### src/sv/perspective_point_projection_defines.svh
// assertion macros shared by the perspective point projection rtl
`ifndef PERSPECTIVE_POINT_PROJECTION_DEFINES_SVH
`define PERSPECTIVE_POINT_PROJECTION_DEFINES_SVH

`ifndef NO_ASSERTIONS
// same-cycle implication, sampled on clk, off while arst_n is low
`define PPP_ASSERT_HOLDS(label, ante, cons) \
	label: assert property (@(posedge clk) disable iff (!arst_n) (ante) |-> (cons)) \
		else $error("ppp check failed");
// next-cycle implication, sampled on clk, off while arst_n is low
`define PPP_ASSERT_NEXT(label, ante, cons) \
	label: assert property (@(posedge clk) disable iff (!arst_n) (ante) |=> (cons)) \
		else $error("ppp check failed");
`else
`define PPP_ASSERT_HOLDS(label, ante, cons)
`define PPP_ASSERT_NEXT(label, ante, cons)
`endif

`endif

### src/sv/ppp_pkg.sv
// shared types and constants of the perspective point projection block
`timescale 1ns / 1ps
`default_nettype none

package ppp_pkg;

	// field and register widths
	localparam int COEF_W    = 32;
	localparam int DATA_W    = 32;
	localparam int REG_W     = 64;
	localparam int NUM_REGS  = 6;
	localparam int CFG_IDX_W = 3;
	localparam int STATUS_W  = 2;

	// matrix shape
	localparam int NUM_ROWS      = 3;
	localparam int COEFS_PER_ROW = 4;
	localparam int ROW_U = 0;
	localparam int ROW_V = 1;
	localparam int ROW_D = 2;
	localparam int COEF_X   = 0;
	localparam int COEF_Y   = 1;
	localparam int COEF_Z   = 2;
	localparam int COEF_ONE = 3;

	// register indexes
	localparam int REG_ROW1_AB = 0;
	localparam int REG_ROW1_CD = 1;
	localparam int REG_ROW2_AB = 2;
	localparam int REG_ROW2_CD = 3;
	localparam int REG_ROW3_AB = 4;
	localparam int REG_ROW3_CD = 5;

	// datapath widths
	localparam int PROD_W = 64;
	localparam int PAIR_W = 65;
	localparam int SUM_W  = 66;
	localparam int MAG_W  = 64;
	localparam int QUOT_W = 32;

	// saturation limits of a quotient
	localparam logic [QUOT_W-1:0] QUOT_POS_MAX = 32'h7FFF_FFFF;
	localparam logic [QUOT_W-1:0] QUOT_NEG_MAX = 32'h8000_0000;

	typedef enum logic [STATUS_W-1:0] {
		STATUS_OK       = 2'd0,
		STATUS_ZERO_DEN = 2'd1,
		STATUS_SAT      = 2'd2
	} status_t;

	typedef logic [COEF_W-1:0] coef_t;
	typedef coef_t [COEFS_PER_ROW-1:0] row_coef_t;
	typedef row_coef_t [NUM_ROWS-1:0] matrix_t;

	// work carried from cell to cell along the divider chain
	typedef struct packed {
		logic [MAG_W-1:0]  den;
		logic [MAG_W-1:0]  rem_u;
		logic [MAG_W-1:0]  rem_v;
		logic [QUOT_W-1:0] num_lo_u;
		logic [QUOT_W-1:0] num_lo_v;
		logic [QUOT_W-1:0] quo_u;
		logic [QUOT_W-1:0] quo_v;
		logic              neg_u;
		logic              neg_v;
		logic              big_u;
		logic              big_v;
		logic              zero_den;
	} div_work_t;

	typedef struct packed {
		logic signed [DATA_W-1:0] image_u;
		logic signed [DATA_W-1:0] image_v;
		status_t                  status;
	} result_t;

endpackage

`default_nettype wire

### src/sv/ppp_div_cell.sv
// one cell of the divider chain: one quotient bit for both u and v
`timescale 1ns / 1ps
`default_nettype none

module ppp_div_cell (
	input  logic               clk,
	input  logic               arst_n,
	input  logic               en,
	input  logic               in_valid,
	input  ppp_pkg::div_work_t in_work,
	output logic               out_valid,
	output ppp_pkg::div_work_t out_work
);

	logic [ppp_pkg::MAG_W:0]   shift_u, shift_v;
	logic [ppp_pkg::MAG_W+1:0] diff_u, diff_v;
	logic                      ge_u, ge_v;
	ppp_pkg::div_work_t        next_work;
	ppp_pkg::div_work_t        work_q;
	logic                      valid_q;

	// restoring step: bring in the next dividend bit, subtract when it fits
	always_comb begin
		shift_u = {in_work.rem_u, in_work.num_lo_u[ppp_pkg::QUOT_W-1]};
		shift_v = {in_work.rem_v, in_work.num_lo_v[ppp_pkg::QUOT_W-1]};
		diff_u  = {1'b0, shift_u} - {2'b00, in_work.den};
		diff_v  = {1'b0, shift_v} - {2'b00, in_work.den};
		ge_u    = !diff_u[ppp_pkg::MAG_W+1];
		ge_v    = !diff_v[ppp_pkg::MAG_W+1];

		next_work          = in_work;
		next_work.rem_u    = ge_u ? diff_u[ppp_pkg::MAG_W-1:0] : shift_u[ppp_pkg::MAG_W-1:0];
		next_work.rem_v    = ge_v ? diff_v[ppp_pkg::MAG_W-1:0] : shift_v[ppp_pkg::MAG_W-1:0];
		next_work.num_lo_u = {in_work.num_lo_u[ppp_pkg::QUOT_W-2:0], 1'b0};
		next_work.num_lo_v = {in_work.num_lo_v[ppp_pkg::QUOT_W-2:0], 1'b0};
		next_work.quo_u    = {in_work.quo_u[ppp_pkg::QUOT_W-2:0], ge_u};
		next_work.quo_v    = {in_work.quo_v[ppp_pkg::QUOT_W-2:0], ge_v};
	end

	// cell valid
	always_ff @(posedge clk or negedge arst_n) begin
		if (!arst_n) begin
			valid_q <= 1'b0;
		end else if (en) begin
			valid_q <= in_valid;
		end
	end

	// cell payload
	always_ff @(posedge clk) begin
		if (en) begin
			work_q <= next_work;
		end
	end

	assign out_valid = valid_q;
	assign out_work  = work_q;

endmodule

`default_nettype wire

### config.mk
export PLATFORM = sky130hd
export DESIGN_NAME = ppp_div_cell
export DESIGN_NICKNAME = d
export VERILOG_FILES = /design/src/sv/perspective_point_projection_defines.svh /design/src/sv/ppp_pkg.sv /design/src/sv/ppp_div_cell.sv
export SDC_FILE = /design/constraint.sdc
export NUM_CORES = 1
export LEC_CHECK = 0
export BUFFER_PORTS_ARGS = -buffer_cell sky130_fd_sc_hd__buf_2
export CAP_MARGIN = 5
export CORE_AREA = 2 2 255 257
export CTS_BUF_LIST = sky130_fd_sc_hd__clkbuf_16
export DETAILED_ROUTE_END_ITERATION = 8
export DIE_AREA = 0 0 257 259
export REMOVE_ABC_BUFFERS = 1
export SETUP_SLACK_MARGIN = 0.5
export SYNTH_ARGS = -nofsm -noshare
export SYNTH_HDL_FRONTEND = slang
export SYNTH_SLANG_ARGS = --single-unit
### constraint.sdc
create_clock -name clk -period 1 [get_ports clk]
set_input_delay 0.1 -clock clk [delete_from_list [all_inputs] [get_ports clk]]
set_output_delay 0.1 -clock clk [all_outputs]
set_load 0.03 [all_outputs]
# After elaboration in Yosys (flattened, before gate mapping)
# Index checks and enable logic that the tools add are counted.
dict set report op_classes {
  addsub 2
  muxes 2
  n_reduce_logical 2
}
# op n
set op_table {}
lappend op_table {{subtractor 65 x 64 -> 66 bit} 2}
lappend op_table {{two-way mux 64 bit} 2}
lappend op_table {{zero test 1 bit} 2}
dict set report totals {
  reg_bits 324
  in_bits 329
  output_inout_bits 326
  wordCells 19
}

# Depth between registers and ports, before layout
dict set report depth {
  ltp_word 2
  mapped_depth 15
  ltp_nobuf 14
}

# Worst setup path before layout
# No wires, ideal clock.
dict set report synth_timing {
  kind {input to register}
  from {input port in_work[100] (netlist name)}
  to {register work_q (netlist bit out_work[193]), data pin}
  setup_time_ps 256
  arrival_ps 2963
  required_time_ps 744
  slack_ps -2220
  path_stages 14
  n_path_buf 0
  path_cell_list {inv_1 ha_1 inv_1 fa_1 a211oi_1 o21ai_2 a221oi_4 o41ai_2 a21bo_1 a221o_2 a21oi_4 o21ai_2 a211o_1 a22o_1}
}
# element line
set synth_rtl {}
lappend synth_rtl {{start: declaration} ppp_div_cell.sv:10} ;# input ppp_pkg::div_work_t in_work,
lappend synth_rtl {{end signal: assignment} ppp_div_cell.sv:52} ;# work_q <= next_work;
lappend synth_rtl {{end: declaration} ppp_div_cell.sv:19} ;# ppp_pkg::div_work_t work_q;

==> flow_metrics.env <==
export IMPL_status="complete, but fails checks"
export IMPL_violations="negative hold slack, negative setup slack"
export IMPL_vias=20100
export IMPL_gr_total_overflow=0
export IMPL_worst_slack_ps=-1730
export IMPL_worst_path_buf_inv=4
export IMPL_routedWlPerCell_um=20.8
export IMPL_clk_path_buf_depth=3
export IMPL_rsz0062_at_grt="true"
export IMPL_r2r_end="out_valid$_DFFE_PN0P_"
export IMPL_place_gp_congestion=0.934
export IMPL_first_pass_iters=6
export IMPL_crit_path_top_delay_cell="a221o_2"
export IMPL_cp_arrival_ps=3050
export IMPL_slew_headroom_pct=57.7
export IMPL_gr_usage_all_layers_pct=24.5
export IMPL_grt_max_degree=58
export IMPL_yosysSeqAreaShare_pct=51.4
export IMPL_hp_class="input pin to register"
export IMPL_synth_edf_count=323
export IMPL_finalCritPeriodShare_pct=273
export IMPL_hold_path_end="out_work[261]$_DFFE_PP_"
export IMPL_min_period_ps=2730
export IMPL_final_area_um2=32600
export IMPL_cap_violations=0
export IMPL_n_fill_cell=5677
export IMPL_cp_end_kind="register"
export IMPL_hold_viol=127
export IMPL_path_class="input pin to register"
export IMPL_async_reset_ff_share_pct=0.309
export IMPL_ios=655
export IMPL_coreArea_um2=63900
export IMPL_r2r_cells=1
export IMPL_cts_max_level=2
export IMPL_clkTransAtPathRegs_ps=70
export IMPL_drc=0
export IMPL_fp_row_count=93
export IMPL_cts_sinks=324
export IMPL_routed_wl_mm=85.6
export IMPL_ant_nets=0
export IMPL_r2r_start="out_valid$_DFFE_PN0P_"
export IMPL_antenna_found_initial=14
export IMPL_power_density_nw_per_um2=1530
export IMPL_worstPathRequired_ps=1320
export IMPL_synthCells=1775
export IMPL_max_stage_delay_ps=390
export IMPL_drt_initial_drc_count=1612
export IMPL_layout_area_overhead_vs_synth_pct=72.5
export IMPL_die_h_um=259
export IMPL_die_w_um=257
export IMPL_grt_pass1_wl_mm=124
export IMPL_critPathTopFamily="compound AO/OA/AOI/OAI gates"
export IMPL_tightest_slew_ps=626
export IMPL_whs_ps=-234
export IMPL_path_cells="buf_6 > inv_4 > ha_4 > inv_2 > fa_2 > a211oi_2 > buf_4 > o21ai_4 > a221oi_4 > o41ai_2 > a21bo_1 > a221o_2 > a21oi_4 > o21ai_2 > a211o_1 > a22o_1"
export IMPL_grt_pass1_vias=20400
export IMPL_ys_flop_type="edfxtp_1"
export IMPL_yosys_warnings=0
export IMPL_min_path_cells=1
export IMPL_max_vdd_ir_drop_uv=919
export IMPL_cts_tree="built"
export IMPL_fin_skew_ps=0
export IMPL_syn_area_per_cell_um2=10.6
export IMPL_regArea_um2=9720
export IMPL_finalSetupViolations=454
export IMPL_cts_hold_buf=172
export IMPL_place_hpwl_mm=67.9
export IMPL_cts_buffers=39
export IMPL_start_util_pct=29.6
export IMPL_worstSkewPairLatency_ps=550
export IMPL_synthesis_area_um2=18900
export IMPL_numPortBuffers=650
export IMPL_startpoint_type="input pin"
export IMPL_p_leak_uw=0.0147
export IMPL_fmax_ghz=0.366
export IMPL_postPlaceCellArea_um2=27700
export IMPL_r2r_slack_ps=260
export IMPL_dieArea_um2=66600
export IMPL_clock_root_buffer="clkbuf_16"
export IMPL_layout_drive_gt1_share_pct=48.6
export IMPL_hp_start="in_work[261]"
export IMPL_viasPerCell=4.88
export IMPL_final_max_slew_viol_count=0
export IMPL_crit_fanout=3
export IMPL_multiInputGateArea_um2=9520
export IMPL_fin_nets=3682
export IMPL_ys_ff_latch=324
export IMPL_synth_distinct_cells=73
==> cell usage after synthesis (18+ instances only) <==
cell type / number / area share [%]
inv_1: 103 / 2.0
edfxtp_1: 323 / 51
ha_1: 128 / 8.5
nand4_1: 45 / 1.5
buf_2: 18 / 0.48
a21o_1: 62 / 2.5
xnor2_1: 73 / 3.4
nor2_1: 125 / 2.5
o21ai_0: 121 / 3.2
o21bai_1: 34 / 1.4
xor2_1: 46 / 2.1
clkbuf_1: 57 / 1.1
nand3_1: 22 / 0.58
nand2_1: 158 / 3.1
a21oi_1: 197 / 5.2
==> stage by stage <==
| stage | instances | setup TNS [ps] | total power, uW | utilization, % | setup WS (ps) |
|---|---|---|---|---|---|
| detailed placement | 3822 | -326410 | 33300 | 43.3 | -2760 |
| global placement | 3822 | -316020 | 33200 | 43.3 | -2690 |
| finish | 4117 | -273330 | 50000 | 51.0 | -1730 |
| global route | 4116 | -299610 | 52100 | 51.0 | -1800 |
| floorplan | 1694 | -488620 | 25700 | - | -4170 |
| CTS | 4100 | -285790 | 49900 | 50.3 | -1760 |
==> flip-flops by register name (all words and copies together) (netlist names) <==
name / flops
out_valid: 1
out_work: 323
==> cells by family after synthesis <==
kind of cell	share of synthesized area, %
AO/OA/AOI/OAI	18.5
AND/OR/NAND/NOR	10.9
flip-flops	51.4
buffers and inverters	3.93
adder cells (fa/ha/maj)	8.69
XOR/XNOR	5.51
multiplexers	0.940
other	0.0198
==> repair_timing <==
item / 4_1_cts / 5_1_grt
hold endpoints to repair: 323 / 130
gates cloned: 7 / 0
pin swaps: 33 / 20
setup endpoints to repair: 455 / 456
resized for setup: 260 / 78
buffers inserted: 29 / 7
==> per-layer routing <==
| metal | vias to the layer above | share of wire, % | track usage, % |
|---|---|---|---|
| met3 | 138 | 4.8 | 3.13 |
| met2 | 740 | 48 | 41.3 |
| met5 | - | 0 | 0 |
| li1 | 9531 | - | - |
| met4 | 0 | 3.1 | 8.70 |
| met1 | 9675 | 44 | 32.4 |
==> layout make-up <==
cell class / count / share of cell area [%]
antenna: 10 / 0.0767
clock buffer: 40 / 3.07
clock inverter: 30 / 0.936
inverter: 103 / 1.30
multi-input combinational: 1267 / 29.2
sequential: 324 / 29.8
tap: 855 / 3.28
timing repair buffer: 1488 / 32.3
==> placed cells by master, fill, tap and decap left out, types with 8 or more instances in the layout <==
| master | instances |
|---|---|
| a21oi_1 | 165 |
| xor2_1 | 45 |
| ha_1 | 87 |
| buf_4 | 630 |
| nand4_1 | 45 |
| nor3_1 | 16 |
| o21bai_1 | 34 |
| o21ai_2 | 9 |
| nand3_1 | 18 |
| ha_4 | 36 |
| inv_1 | 78 |
| o21a_1 | 10 |
| o21ai_0 | 87 |
| a21o_1 | 62 |
| mux2_1 | 8 |
| edfxtp_1 | 323 |
| dlygate4sd3_1 | 172 |
| a21oi_2 | 31 |
| inv_2 | 21 |
| and3_1 | 14 |
| a31oi_1 | 15 |
| nor2_1 | 105 |
| buf_12 | 15 |
| diode_2 | 10 |
| buf_2 | 625 |
| buf_6 | 31 |
| buf_8 | 8 |
| nor2_2 | 18 |
| xnor2_1 | 71 |
| nand2b_1 | 13 |
| clkbuf_16 | 40 |
| o31ai_1 | 8 |
| nor2b_1 | 14 |
| o21ai_1 | 34 |
| nand2_1 | 154 |
| o211ai_1 | 10 |
==> power by group <==
group	switching, uW	internal (uW)
clock	6070	8640
combinational	10200	7680
sequential	566	16900
total	16800	33200
==> how the worst max path moves through the flow <==
stage	from	cells after the start	to
2_1_floorplan	in_work[262]	12	out_work[171]$_DFFE_PP_
6_report	in_work[100]	16	out_work[193]$_DFFE_PP_
5_1_grt	in_work[100]	16	out_work[193]$_DFFE_PP_
3_5_place_dp	in_work[267]	13	out_work[207]$_DFFE_PP_
4_1_cts	in_work[100]	16	out_work[193]$_DFFE_PP_
3_3_place_gp	in_work[100]	16	out_work[169]$_DFFE_PP_
Power figures use the tool's default switching activity.
