<file path="src/sv/perspective_point_projection_defines.svh">
// assertion macros shared by the perspective point projection rtl
`ifndef PERSPECTIVE_POINT_PROJECTION_DEFINES_SVH
`define PERSPECTIVE_POINT_PROJECTION_DEFINES_SVH

`ifndef NO_ASSERTIONS
// same-cycle implication, sampled on clk, off while arst_n is low
`define PPP_ASSERT_HOLDS(label, ante, cons) \
	label: assert property (@(posedge clk) disable iff (!arst_n) (ante) |-> (cons)) \
		else $error("ppp check failed");
// next-cycle implication, sampled on clk, off while arst_n is low
`define PPP_ASSERT_NEXT(label, ante, cons) \
	label: assert property (@(posedge clk) disable iff (!arst_n) (ante) |=> (cons)) \
		else $error("ppp check failed");
`else
`define PPP_ASSERT_HOLDS(label, ante, cons)
`define PPP_ASSERT_NEXT(label, ante, cons)
`endif

`endif

</file>
<file path="src/sv/ppp_pkg.sv">
// shared types and constants of the perspective point projection block
`timescale 1ns / 1ps
`default_nettype none

package ppp_pkg;

	// field and register widths
	localparam int COEF_W    = 32;
	localparam int DATA_W    = 32;
	localparam int REG_W     = 64;
	localparam int NUM_REGS  = 6;
	localparam int CFG_IDX_W = 3;
	localparam int STATUS_W  = 2;

	// matrix shape
	localparam int NUM_ROWS      = 3;
	localparam int COEFS_PER_ROW = 4;
	localparam int ROW_U = 0;
	localparam int ROW_V = 1;
	localparam int ROW_D = 2;
	localparam int COEF_X   = 0;
	localparam int COEF_Y   = 1;
	localparam int COEF_Z   = 2;
	localparam int COEF_ONE = 3;

	// register indexes
	localparam int REG_ROW1_AB = 0;
	localparam int REG_ROW1_CD = 1;
	localparam int REG_ROW2_AB = 2;
	localparam int REG_ROW2_CD = 3;
	localparam int REG_ROW3_AB = 4;
	localparam int REG_ROW3_CD = 5;

	// datapath widths
	localparam int PROD_W = 64;
	localparam int PAIR_W = 65;
	localparam int SUM_W  = 66;
	localparam int MAG_W  = 64;
	localparam int QUOT_W = 32;

	// saturation limits of a quotient
	localparam logic [QUOT_W-1:0] QUOT_POS_MAX = 32'h7FFF_FFFF;
	localparam logic [QUOT_W-1:0] QUOT_NEG_MAX = 32'h8000_0000;

	typedef enum logic [STATUS_W-1:0] {
		STATUS_OK       = 2'd0,
		STATUS_ZERO_DEN = 2'd1,
		STATUS_SAT      = 2'd2
	} status_t;

	typedef logic [COEF_W-1:0] coef_t;
	typedef coef_t [COEFS_PER_ROW-1:0] row_coef_t;
	typedef row_coef_t [NUM_ROWS-1:0] matrix_t;

	// work carried from cell to cell along the divider chain
	typedef struct packed {
		logic [MAG_W-1:0]  den;
		logic [MAG_W-1:0]  rem_u;
		logic [MAG_W-1:0]  rem_v;
		logic [QUOT_W-1:0] num_lo_u;
		logic [QUOT_W-1:0] num_lo_v;
		logic [QUOT_W-1:0] quo_u;
		logic [QUOT_W-1:0] quo_v;
		logic              neg_u;
		logic              neg_v;
		logic              big_u;
		logic              big_v;
		logic              zero_den;
	} div_work_t;

	typedef struct packed {
		logic signed [DATA_W-1:0] image_u;
		logic signed [DATA_W-1:0] image_v;
		status_t                  status;
	} result_t;

endpackage

`default_nettype wire

</file>
<file path="src/sv/ppp_if.sv">
// valid/ready channel interfaces for points in and projected results out
`timescale 1ns / 1ps
`default_nettype none


interface ppp_result_if;
	logic                                valid;
	logic                                ready;
	logic signed [ppp_pkg::DATA_W-1:0]   image_u;
	logic signed [ppp_pkg::DATA_W-1:0]   image_v;
	logic        [ppp_pkg::STATUS_W-1:0] status;

	modport source (output valid, output image_u, output image_v, output status, input ready);
	modport sink (input valid, input image_u, input image_v, input status, output ready);
endinterface

`default_nettype wire

</file>
<file path="src/sv/ppp_out_skid.sv">
// two-entry output buffer: result register plus skid register
`timescale 1ns / 1ps
`default_nettype none

module ppp_out_skid (
	input  logic             clk,
	input  logic             arst_n,
	input  logic             push,
	input  ppp_pkg::result_t push_data,
	output logic             ready,
	ppp_result_if.source     result
);

	ppp_pkg::result_t out_q, skid_q;
	logic             out_valid_q, skid_valid_q;
	logic             pop;

	assign pop   = out_valid_q & result.ready;
	assign ready = !skid_valid_q;

	// occupancy
	always_ff @(posedge clk or negedge arst_n) begin
		if (!arst_n) begin
			out_valid_q  <= 1'b0;
			skid_valid_q <= 1'b0;
		end else if (pop) begin
			out_valid_q  <= skid_valid_q | push;
			skid_valid_q <= 1'b0;
		end else if (!out_valid_q) begin
			out_valid_q <= push;
		end else if (push) begin
			skid_valid_q <= 1'b1;
		end
	end

	// data: skid drains first, new results park in skid while out is held
	always_ff @(posedge clk) begin
		if (pop) begin
			out_q <= skid_valid_q ? skid_q : push_data;
		end else if (!out_valid_q) begin
			out_q <= push_data;
		end
		if (!pop && out_valid_q && push) begin
			skid_q <= push_data;
		end
	end

	assign result.valid   = out_valid_q;
	assign result.image_u = out_q.image_u;
	assign result.image_v = out_q.image_v;
	assign result.status  = out_q.status;

endmodule

`default_nettype wire

</file>
<file path="src/flat_wrapper.sv">
// flat-port wrapper written by rule: the top's interface ports become plain ports
module ppp_out_skid_flat 
  (clk, arst_n, push, push_data, ready, result_valid, result_image_u, result_image_v, result_status, result_ready);
  ppp_result_if result_i ();
  input  logic clk;
  input  logic arst_n;
  input  logic push;
  input  ppp_pkg::result_t push_data;
  output logic ready;
  output wire logic [$bits(result_i.valid)-1:0] result_valid;
  output wire logic [$bits(result_i.image_u)-1:0] result_image_u;
  output wire logic [$bits(result_i.image_v)-1:0] result_image_v;
  output wire logic [$bits(result_i.status)-1:0] result_status;
  input wire logic [$bits(result_i.ready)-1:0] result_ready;
  assign result_valid = result_i.valid;
  assign result_image_u = result_i.image_u;
  assign result_image_v = result_i.image_v;
  assign result_status = result_i.status;
  assign result_i.ready = result_ready;
  ppp_out_skid u_core (.clk(clk), .arst_n(arst_n), .push(push), .push_data(push_data), .ready(ready), .result(result_i));
endmodule
</file>
<file path="config.mk">
export PLATFORM = sky130hd
export DESIGN_NAME = ppp_out_skid_flat
export DESIGN_NICKNAME = d
export VERILOG_FILES = /design/src/sv/perspective_point_projection_defines.svh /design/src/sv/ppp_pkg.sv /design/src/sv/ppp_if.sv /design/src/sv/ppp_out_skid.sv /design/src/flat_wrapper.sv
export SDC_FILE = /design/constraint.sdc
export NUM_CORES = 1
export LEC_CHECK = 0
export BUFFER_PORTS_ARGS = -buffer_cell sky130_fd_sc_hd__buf_4
export CAP_MARGIN = 25
export CORE_MARGIN = 2
export CORE_UTILIZATION = 30
export CTS_BUF_LIST = sky130_fd_sc_hd__clkbuf_16
export CTS_CLUSTER_DIAMETER = 30
export DETAILED_ROUTE_END_ITERATION = 12
export SLEW_MARGIN = 20
export SYNTH_ARGS = -nofsm -noshare
export SYNTH_HDL_FRONTEND = slang
export SYNTH_SLANG_ARGS = --single-unit
</file>
<file path="constraint.sdc">
create_clock -name clk -period 10.2 [get_ports clk]
set_input_delay 0.51 -clock clk [delete_from_list [all_inputs] [get_ports clk]]
set_output_delay 0.51 -clock clk [all_outputs]
set_load 0.03 [all_outputs]
</file>
After elaboration in Yosys (flattened, before gate mapping)
Cells that the tools add are included.
{"block": "classes", "reduce_logical": 7, "bitwise": 2, "eq_ne": 1, "n_mux": 8}
{"operator": "$mux 66", "count": 3}
{"operator": "$mux 1", "count": 5}
{"operator": "$reduce_bool 2->1", "count": 2}
{"operator": "$logic_and 1x1->1", "count": 2}
{"operator": "$logic_not 1->1", "count": 2}
{"operator": "$ne 2x2->1 const B", "count": 1}
{"operator": "$reduce_and 2->1", "count": 1}
{"operator": "$and 1x1->1", "count": 1}
{"operator": "$or 1x1->1", "count": 1}
{"block": "word_totals", "wordCells": 26, "output_inout_bits": 68, "input_bits": 70, "ff_bits": 134}

Longest topological paths before layout
Gate-level depths: netlist of run 1.
{"block": "logic_depth", "depth_word": 4, "ltp_mapped": 4, "depth_no_buf": 2}

Worst setup path after synthesis of run 1
OpenSTA, ideal clock, no wires.
{"block": "synth_timing", "kind": "flip-flop to flip-flop", "from": "reg u_core.out_valid_q, in the netlist u_core.result.valid", "to": "reg u_core.skid_q[0] in the netlist's numbering, enable pin", "n_path_buf": 0, "stages_incl_launch_ff": 3, "setup_ps": 490, "period_less_slack_ps": 5622, "required_time_ps": 9710, "arrival_ps": 5132, "slack_ps": 4578, "cell_sequence": "dfrtp_1 nand2b_1 nor2_1"}
{"block": "synth_between", "elab_chain_len": 4}
{"element": "from (decl)", "line_no": "ppp_out_skid.sv:15", "text": "logic out_valid_q, skid_valid_q;"}
{"element": "from (signal assigned)", "line_no": "ppp_out_skid.sv:27", "text": "out_valid_q <= skid_valid_q | push;"}
{"element": "from (signal assigned)", "line_no": "ppp_out_skid.sv:30", "text": "out_valid_q <= push;"}
{"element": "$and 1x1->1", "line_no": "ppp_out_skid.sv:18", "text": "assign pop = out_valid_q & result.ready;"}
{"element": "$logic_not 1->1", "line_no": "ppp_out_skid.sv:43", "text": "if (!pop && out_valid_q && push) begin"}
{"element": "$logic_and 1x1->1 (*) (2 in a row)", "line_no": "ppp_out_skid.sv:43"}
{"element": "to (signal assigned)", "line_no": "ppp_out_skid.sv:44", "text": "skid_q <= push_data;"}
{"element": "to (decl)", "line_no": "ppp_out_skid.sv:14", "text": "ppp_pkg::result_t out_q, skid_q;"}
Mark *: on every way between the ends. The rest lies on a longest branch, timed or not.
A chain may end at the register's enable or synchronous reset.

Worst setup path in the final report of run 1
{"block": "layout_timing", "from": "reg u_core.out_valid_q, in the netlist u_core.result.valid", "to": "reg u_core.skid_q[31] in the netlist's numbering, enable pin"}
The elaborated chain is that of the path after synthesis.

==> results.cfg, run 1 <==
[clock_tree]
cts_tree = yes
clock_latency_ns = 0.41
post_cts_buffers = 0
htree_levels = 4
cts_made_buffers = 17
clkSlewWorstSetupHoldPaths_ns = 0.06
root_buffer = clkbuf_16
cts_sinks = 134
cts_buffer_depth = 2

[yosys]
netlist_instances = 216
synth_seq_cells = 134
syn-num-nets = 286
yosysTopAreaCellShare = 0.789
yosys.area_share.xor_xnor = 0
synthAdderAreaFrac = 0
synth_area_sq_mm = 0.00502
seq_area_frac_synth = 0.799
synthMuxAreaShare = 0.178
synth_top_family_by_area = multiplexers
yosys_warnings = 0
yosys.area_share.simple = 0.00523
synth.distinct_cells = 12
synth_top_cells_by_area = edfxtp_1 79%, mux2_4 12%, mux2_2 5.8%
synth_top_cell_by_area = edfxtp_1
synth-compound-area-share = 0.00349
syn_area_per_cell_sq_um = 23.3

[place]
portBuffers = 137
dpl_cell_area_sq_mm = 0.00630
place_ws_ns = 6.83
dp.final_hpwl_mm = 5.89
place.gp.congestion = 0.648

[worst_hold_path]
hold_class = in -> reg
hp-start = push_data[18]
holdPathStages = 1

[worst_setup_path]
cp_max_fo = 67
worstSetupStartpoint = u_core.result.valid
critical_path_buf_inv_count = 1
timing.critical_path.required_ns = 10.25
crit_chain = nand2b_4 -> nor2_4 -> buf_4
crit_path_start_kind = register
r2r_start = u_core.result.valid
r2r_cells = 3
crit_path_top_delay_cell = nand2b_4
max_stage_delay_ns = 0.57
path_depth = 3
crit_family = simple AND/OR/NAND/NOR gates
criticalPathCategory = reg -> reg
cp-end-kind = register
arrival_ns = 2.49

[pwr]
vdd_drop_max_mv = 0.103
power_leakage_nw = 2.80
powerDensity_mw_per_mm2 = 216

[sta]
maxSlewViolCount = 0
slew_headroom = 0.367
rsz0062_at_grt = no
finClkSkew_ns = 0.00631
hold_violations = 0
setup_violations = 0
period_share = 0.239
fin_crit_ns = 2.44
fin_ws_ns = 7.76
finalSetupTns_ns = 0
fmax_ghz = 0.409
worst_slew_pin_slew_ns = 0.950

[die]
core_sq_mm = 0.0165
die_y_um = 133
start_util = 0.305
rows = 47
die_x_um = 133
die-area_sq_mm = 0.0178
pin_count = 138

[route]
routed_via_density = 4.18
wl_per_cell_um = 15.3
routed_wl_mm = 9.23
first_pass_iters = 6
ant_nets = 0
drc = 0
num_vias = 2518
initialDrtViolationCount = 127

[flow_run]
cap_violations = 0

[cells_and_area]
diodes = 0
final_cell_mix = 139 x buf_4, 132 x edfxtp_1, 40 x mux2_4
drive_above_1_share = 0.618
layout.nets = 440
finalInstanceArea_sq_mm = 0.00697
final_common_cell = buf_4
syn_to_final_growth_pct = 38.6

[grt]
grt_max_degree = 68
first_global_vias = 2717
grt-ovfl-total = 0
antenna_found_initial = 0
grt_pass1_wl_mm = 14.2
grt_usage = 0.107

[status]
status = complete, no violations
[cells in the mapped netlist]
| cell type | number |
|---|---|
| edfxtp_1 | 132 |
| mux2_4 | 40 |
| mux2_2 | 26 |
| buf_6 | 5 |
| a21oi_1 | 2 |
| buf_2 | 2 |
| dfrtp_1 | 2 |
| inv_1 | 2 |
| nand2b_1 | 2 |
| a21o_1 | 1 |
| nand3_2 | 1 |
| nor2_1 | 1 |
[what timing repair did]
item / 4_1_cts / 5_1_grt
gates resized for setup: 0 / 0
hold endpoints to repair: 2 / 0
endpoints found under the setup margin: 0 / 0
hold buffers: 1 / 0
[metrics by stage]
step           std cells  hold WS [ns]  total power [mW]   util
2_1_floorplan        216         0.214             0.800      -
3_3_place_gp         568         0.292             0.876  0.383
3_5_place_dp         568         0.297             0.880  0.383
4_1_cts              600         0.257              1.52  0.421
5_1_grt              602         0.251              1.56  0.423
6_report             602         0.282              1.51  0.423
[power breakdown]
group	internal (mW)	switching (mW)
sequential	0.658	0.0133
combinational	0.0877	0.108
clock	0.426	0.213
[routing by layer]
layer	vias to the layer above	global-route usage	routed length (um)
met5	-	0	0
met4	0	0.0461	144
met3	12	0.0552	738
met2	102	0.162	4290
met1	1234	0.128	4060
li1	1170	-	-
[kinds of logic after synthesis]
group,after synthesis
multiplexers,66
buffers and inverters,9
AO/OA/AOI/OAI,3
AND/OR/NAND/NOR,4
flip-flops,134
[final cells by class]
type	instances	area [sq um]
clock inverter	14	191
tap	220	275
fill	1490	9500
timing repair buffer	142	1090
multi-input combinational	73	960
clock buffer	17	425
sequential	134	4010
inverter	2	7.51
[state kept, by name, summed over array words and instances, names as in the netlist]
signal                 flops
u_core.result.image_v     32
u_core.result.status       2
u_core.result.image_u     32
u_core.result.valid        1
u_core.skid_q             66
u_core.skid_valid_q        1
[path summary, 6_finish.rpt]
check	slack, ns	endpoint
setup / recovery	7.76	u_core.skid_q[31]
max in group asynchronous	9.69	u_core.skid_valid_q
hold reg to reg	0.54	u_core.result.image_v[12]
hold / removal	0.28	u_core.skid_q[18]
min in group asynchronous	0.42	u_core.result.valid
setup reg to reg	7.76	u_core.skid_q[31]
(Power assumes the default switching activity.)
==> run 2: changes to the inputs <==
- ABC_AREA: default -> 1
- clock period: 10.2 -> 2.2 ns (I/O delays scaled with it)
==> run 2 against run 1 <==
  * Critical path depth unchanged
  * Synthesized area increased by 2.7%
  * Via count increased by 47%
  * Largest power group is now clock
  * Synthesized cell count increased by 73%
  * Core utilization increased by 4.1 points
  * Die area increased by 2.6%
==> results.cfg, run 2 <==
[status]
status = complete, no violations

[yosys]
synthMuxAreaShare = 0
synthTopCellsByCount = 137 x nand2_1, 132 x edfxtp_1, 66 x nand4_1
yosys_warnings = 0
synth_top_cells_by_area = edfxtp_1 77%, nand2_1 10%, nand4_1 8.0%
synth.distinct_cells = 12
synth-compound-area-share = 0
syn_area_per_cell_sq_um = 13.8
synth_top_cell_by_area = edfxtp_1
yosys.area_share.xor_xnor = 0
synth_area_sq_mm = 0.00516
yosys.area_share.simple = 0.184
yosysMostFrequentCell = nand2_1
seq_area_frac_synth = 0.778
synth_top_flop_cell = edfxtp_1
synthAdderAreaFrac = 0
netlist_instances = 373
yosysTopAreaCellShare = 0.768
postSynth.asyncResetShare = 0.0149
synth_seq_cells = 134
syn-num-nets = 443
synth_top_family_by_area = simple AND/OR/NAND/NOR gates
synth_edf_count = 132

[grt]
antenna_found_initial = 0
first_global_vias = 3761
grt_pass1_wl_mm = 19.1
grt_max_degree = 68
grt-ovfl-total = 0
grt_usage = 0.137

[cells_and_area]
multi_input_area_sq_um = 973
fin_cells = 808
nFillCells = 1489
diodes = 0
drive_above_1_share = 0.308
largest_register_ffs = 66
layout.nets = 645
regMostFlops = u_core.skid_q
regArea_sq_mm = 0.00402
syn_to_final_growth_pct = 50.3
final_cell_mix = 144 x buf_4, 135 x nand2_1, 132 x edfxtp_1
final_common_cell = buf_4

[sta]
fin_crit_ns = 1.86
finalSetupTns_ns = 0
slew_headroom = 0.520
maxSlewViolCount = 0
setup_violations = 0
fin_ws_ns = 0.339
fmax_ghz = 0.537
finClkSkew_ns = 0.00611
worst_slew_pin_slew_ns = 0.720
rsz0062_at_grt = no
hold_violations = 0
period_share = 0.846

[worst_setup_path]
r2r_slack_ns = 0.60
reg2reg_to = u_core.result.image_v[11]
arrival_ns = 1.75
criticalPathCategory = reg -> out
timing.critical_path.required_ns = 2.09
crit_path_start_kind = register
cp-end-kind = output port
r2r_start = u_core.result.valid
cp_max_fo = 67
r2r_cells = 3

[clock_tree]
clock_latency_ns = 0.41
cts_sinks = 134
htree_levels = 4
cts_buffer_depth = 2
cts_made_buffers = 17
clkSlewWorstSetupHoldPaths_ns = 0.06
cts_tree = yes
root_buffer = clkbuf_16

[route]
routed_via_density = 4.59
routed_wl_mm = 12.1
num_vias = 3705
drc = 0
initialDrtViolationCount = 244
ant_nets = 0
wl_per_cell_um = 15.0
first_pass_iters = 6

[die]
pin_count = 138
die_y_um = 135
rows = 47
start_util = 0.309
die-area_sq_mm = 0.0183
die_x_um = 135
core_sq_mm = 0.0167

[place]
place_ws_ns = 0.591
numPlacedInstances = 708
place.gp.congestion = 0.639
portBuffers = 137
dp.final_hpwl_mm = 7.62

[pwr]
vdd_drop_max_mv = 0.476
power_mw = 7.67
power_leakage_nw = 3.20
powerDensity_mw_per_mm2 = 989

[flow_run]
cap_violations = 0

[worst_hold_path]
hold_class = in -> async
[run 2: worst max path at each step]
stage          depth (start not counted)                end  slack [ns]                start
6_report                               3              ready        0.34  u_core.skid_valid_q
5_1_grt                                3              ready        0.20  u_core.skid_valid_q
4_1_cts                                3              ready        0.27  u_core.skid_valid_q
3_5_place_dp                           3  u_core.skid_q[17]        0.59  u_core.result.valid
3_3_place_gp                           3  u_core.skid_q[17]        0.62  u_core.result.valid
2_1_floorplan                          4   u_core.skid_q[0]        0.02  u_core.result.valid
[run 2: per-stage QoR]
step	util	area, sq um	hold WS [ns]
floorplan	-	5180	-0.186
global placement	0.383	6390	-0.103
detailed placement	0.383	6390	-0.103
CTS	0.464	7760	0.0670
global route	0.464	7760	0.0614
finish	0.464	7760	0.0634
[run 2: cell families after synthesis]
| group | after synthesis |
|---|---|
| buffers and inverters | 33 |
| DFF | 134 |
| and+or+nand+nor | 206 |
[run 2: area by class of cell]
class | instances | area share
multi-input combinational | 206 | 0.125
tap | 220 | 0.0355
sequential | 134 | 0.518
clock inverter | 15 | 0.0332
clock buffer | 17 | 0.0548
inverter | 2 | 0.000968
timing repair buffer | 214 | 0.232
[run 2: where the power goes]
part	internal (mW)	switching, mW
clock	2.22	1.03
sequential	3.11	0.0831
combinational	0.460	0.769
[run 2: metal layers]
layer | vias to the layer above | wire, um | global-route usage
met5 | - | 0 | 0
met4 | 0 | 228 | 0.0596
met3 | 17 | 689 | 0.0385
met2 | 144 | 5970 | 0.226
met1 | 1761 | 5220 | 0.168
li1 | 1783 | - | -
[run 2: worst max-delay path, cell delays in order, from the launching register on]
cell and delay, ns:
dfrtp_2 0.38, buf_4 0.57, inv_1 0.17, buf_4 0.22
[run 2: timing repair]
item | in CTS | in global routing
endpoints found under the hold margin | 133 | 0
hold buffers | 68 | 0
setup buffers | 0 | 0
gates resized for setup | 0 | 0
==> run 3: changes to the inputs <==
- clock period: 2.2 -> 1.5 ns (I/O delays scaled with it)
==> run 3 against run 2 <==
  * Clock power is 19% higher
  * Global-route usage is 0.62 points higher
  * Sequential cell count did not move
  * Die area stayed put
  * Cell count is 0.50% higher
  * Critical path depth fell by 1
  * Cell area decreased by 0.47%
  * Clock skew increased by 0.0053 ns
  * Hold slack worse by 0.039 ns
  * Register-to-register slack got worse by 0.49 ns
  * Critical path type unchanged
  * Largest power group is now registers
  * Highest routed layer unchanged
==> results.cfg, run 3 (synthesis results as in run 2) <==
[worst_setup_path]
crit_chain = buf_12 -> buf_4
crit_family = flip-flops
criticalPathCategory = reg -> out
cp_max_fo = 22
max_stage_delay_ns = 0.52
reg2reg_to = u_core.result.image_u[5]
r2r_slack_ns = 0.11
cp-end-kind = output port
crit_path_top_delay_cell = dfrtp_2
crit_path_start_kind = register
arrival_ns = 1.35
timing.critical_path.required_ns = 1.42
r2r_cells = 3
critical_path_buf_inv_count = 2
r2r_start = u_core.result.valid

[status]
status = complete, no violations

[die]
die-area_sq_mm = 0.0183
pin_count = 138
die_y_um = 135
core_sq_mm = 0.0167
start_util = 0.309
die_x_um = 135
rows = 47

[grt]
grt_usage = 0.143
grt-ovfl-total = 0
first_global_vias = 3767
antenna_found_initial = 0
grt_max_degree = 51
grt_pass1_wl_mm = 19.6

[route]
first_pass_iters = 6
num_vias = 3681
routed_wl_mm = 12.8
wl_per_cell_um = 15.8
drc = 0
routed_via_density = 4.53
initialDrtViolationCount = 217
ant_nets = 0

[sta]
whs_ns = 0.0247
hold_violations = 0
period_share = 0.950
setup_violations = 0
worst_slew_pin_slew_ns = 0.450
rsz0062_at_grt = no
finalSetupTns_ns = 0
fmax_ghz = 0.701
slew_headroom = 0.700
finClkSkew_ns = 0.0114
fin_crit_ns = 1.43
maxSlewViolCount = 0

[cells_and_area]
largest_register_ffs = 66
syn_to_final_growth_pct = 49.6
multi_input_area_sq_um = 971
drive_above_1_share = 0.307
regMostFlops = u_core.skid_q
regArea_sq_mm = 0.00402
diodes = 0
final_common_cell = buf_4
nFillCells = 1550
final_cell_mix = 142 x buf_4, 135 x nand2_1, 132 x edfxtp_1
layout.nets = 649

[place]
place.gp.congestion = 0.722
dp.final_hpwl_mm = 7.60
portBuffers = 137

[clock_tree]
clock_latency_ns = 0.42
cts_buffer_depth = 2
cts_sinks = 134
cts_made_buffers = 17
htree_levels = 4
clkSlewWorstSetupHoldPaths_ns = 0.06
root_buffer = clkbuf_16
post_cts_buffers = 0
cts_tree = yes

[flow_run]
cap_violations = 0

[pwr]
power_leakage_nw = 3.20
powerDensity_mw_per_mm2 = 1350
vdd_drop_max_mv = 0.757

[worst_hold_path]
hold_class = in -> async
run 3: power breakdown:
group	internal [mW]	leakage, nW	switching [mW]
Combinational	0.724	1.64	1.16
Sequential	4.56	1.29	0.116
Clock	2.39	0.278	1.49
run 3: how the worst max path moves through the flow:
| stage | startpoint | to | slack (ns) | cells past startpoint |
|---|---|---|---|---|
| 6_report | u_core.result.valid | result_valid | 0.07 | 2 |
| 5_1_grt | u_core.result.valid | result_valid | 0.007 | 2 |
| 4_1_cts | u_core.skid_valid_q | ready | 0.02 | 3 |
| 3_5_place_dp | u_core.result.valid | u_core.result.image_v[16] | 0.17 | 3 |
| 3_3_place_gp | u_core.result.valid | u_core.result.image_v[20] | 0.20 | 3 |
| 2_1_floorplan | u_core.result.valid | u_core.skid_q[0] | -0.67 | 4 |
run 3: area by class of cell:
class | instances | area share
inverters | 2 | 0.000972
repair buffers | 218 | 0.246
clock buffers | 17 | 0.0551
well taps | 220 | 0.0357
multi-input cells | 206 | 0.126
clock inverters | 15 | 0.0159
flip-flops and latches | 134 | 0.520
run 3: per-stage QoR:
step | instance area (sq um) | instances | util | setup WS (ns) | power (mW)
CTS | 7690 | 811 | 0.461 | 0.0195 | 10.5
global route | 7720 | 812 | 0.462 | 0.00703 | 10.8
detailed placement | 6460 | 711 | 0.387 | 0.165 | 6.48
global placement | 6460 | 711 | 0.387 | 0.204 | 6.44
floorplan | 5190 | 373 | - | -0.668 | 5.74
finish | 7720 | 812 | 0.462 | 0.0744 | 10.4
run 3: worst register-to-register path, delay by kind of cell (launching register included):
kind,cells,cell delay [ns]
and+or+nand+nor,2,0.28
DFF,1,0.52
buffers and inverters,1,0.26
run 3: what timing repair did:
item | CTS | global route
hold buffers | 68 | 0
setup endpoints to repair | 0 | 2
gates resized for setup | 0 | 1
endpoints found under the hold margin | 136 | 0
run 3: layer usage:
metal | routed length, um | track usage
met5 | 0 | 0
met4 | 205 | 0.0712
met3 | 704 | 0.0415
met2 | 6390 | 0.234
met1 | 5520 | 0.173
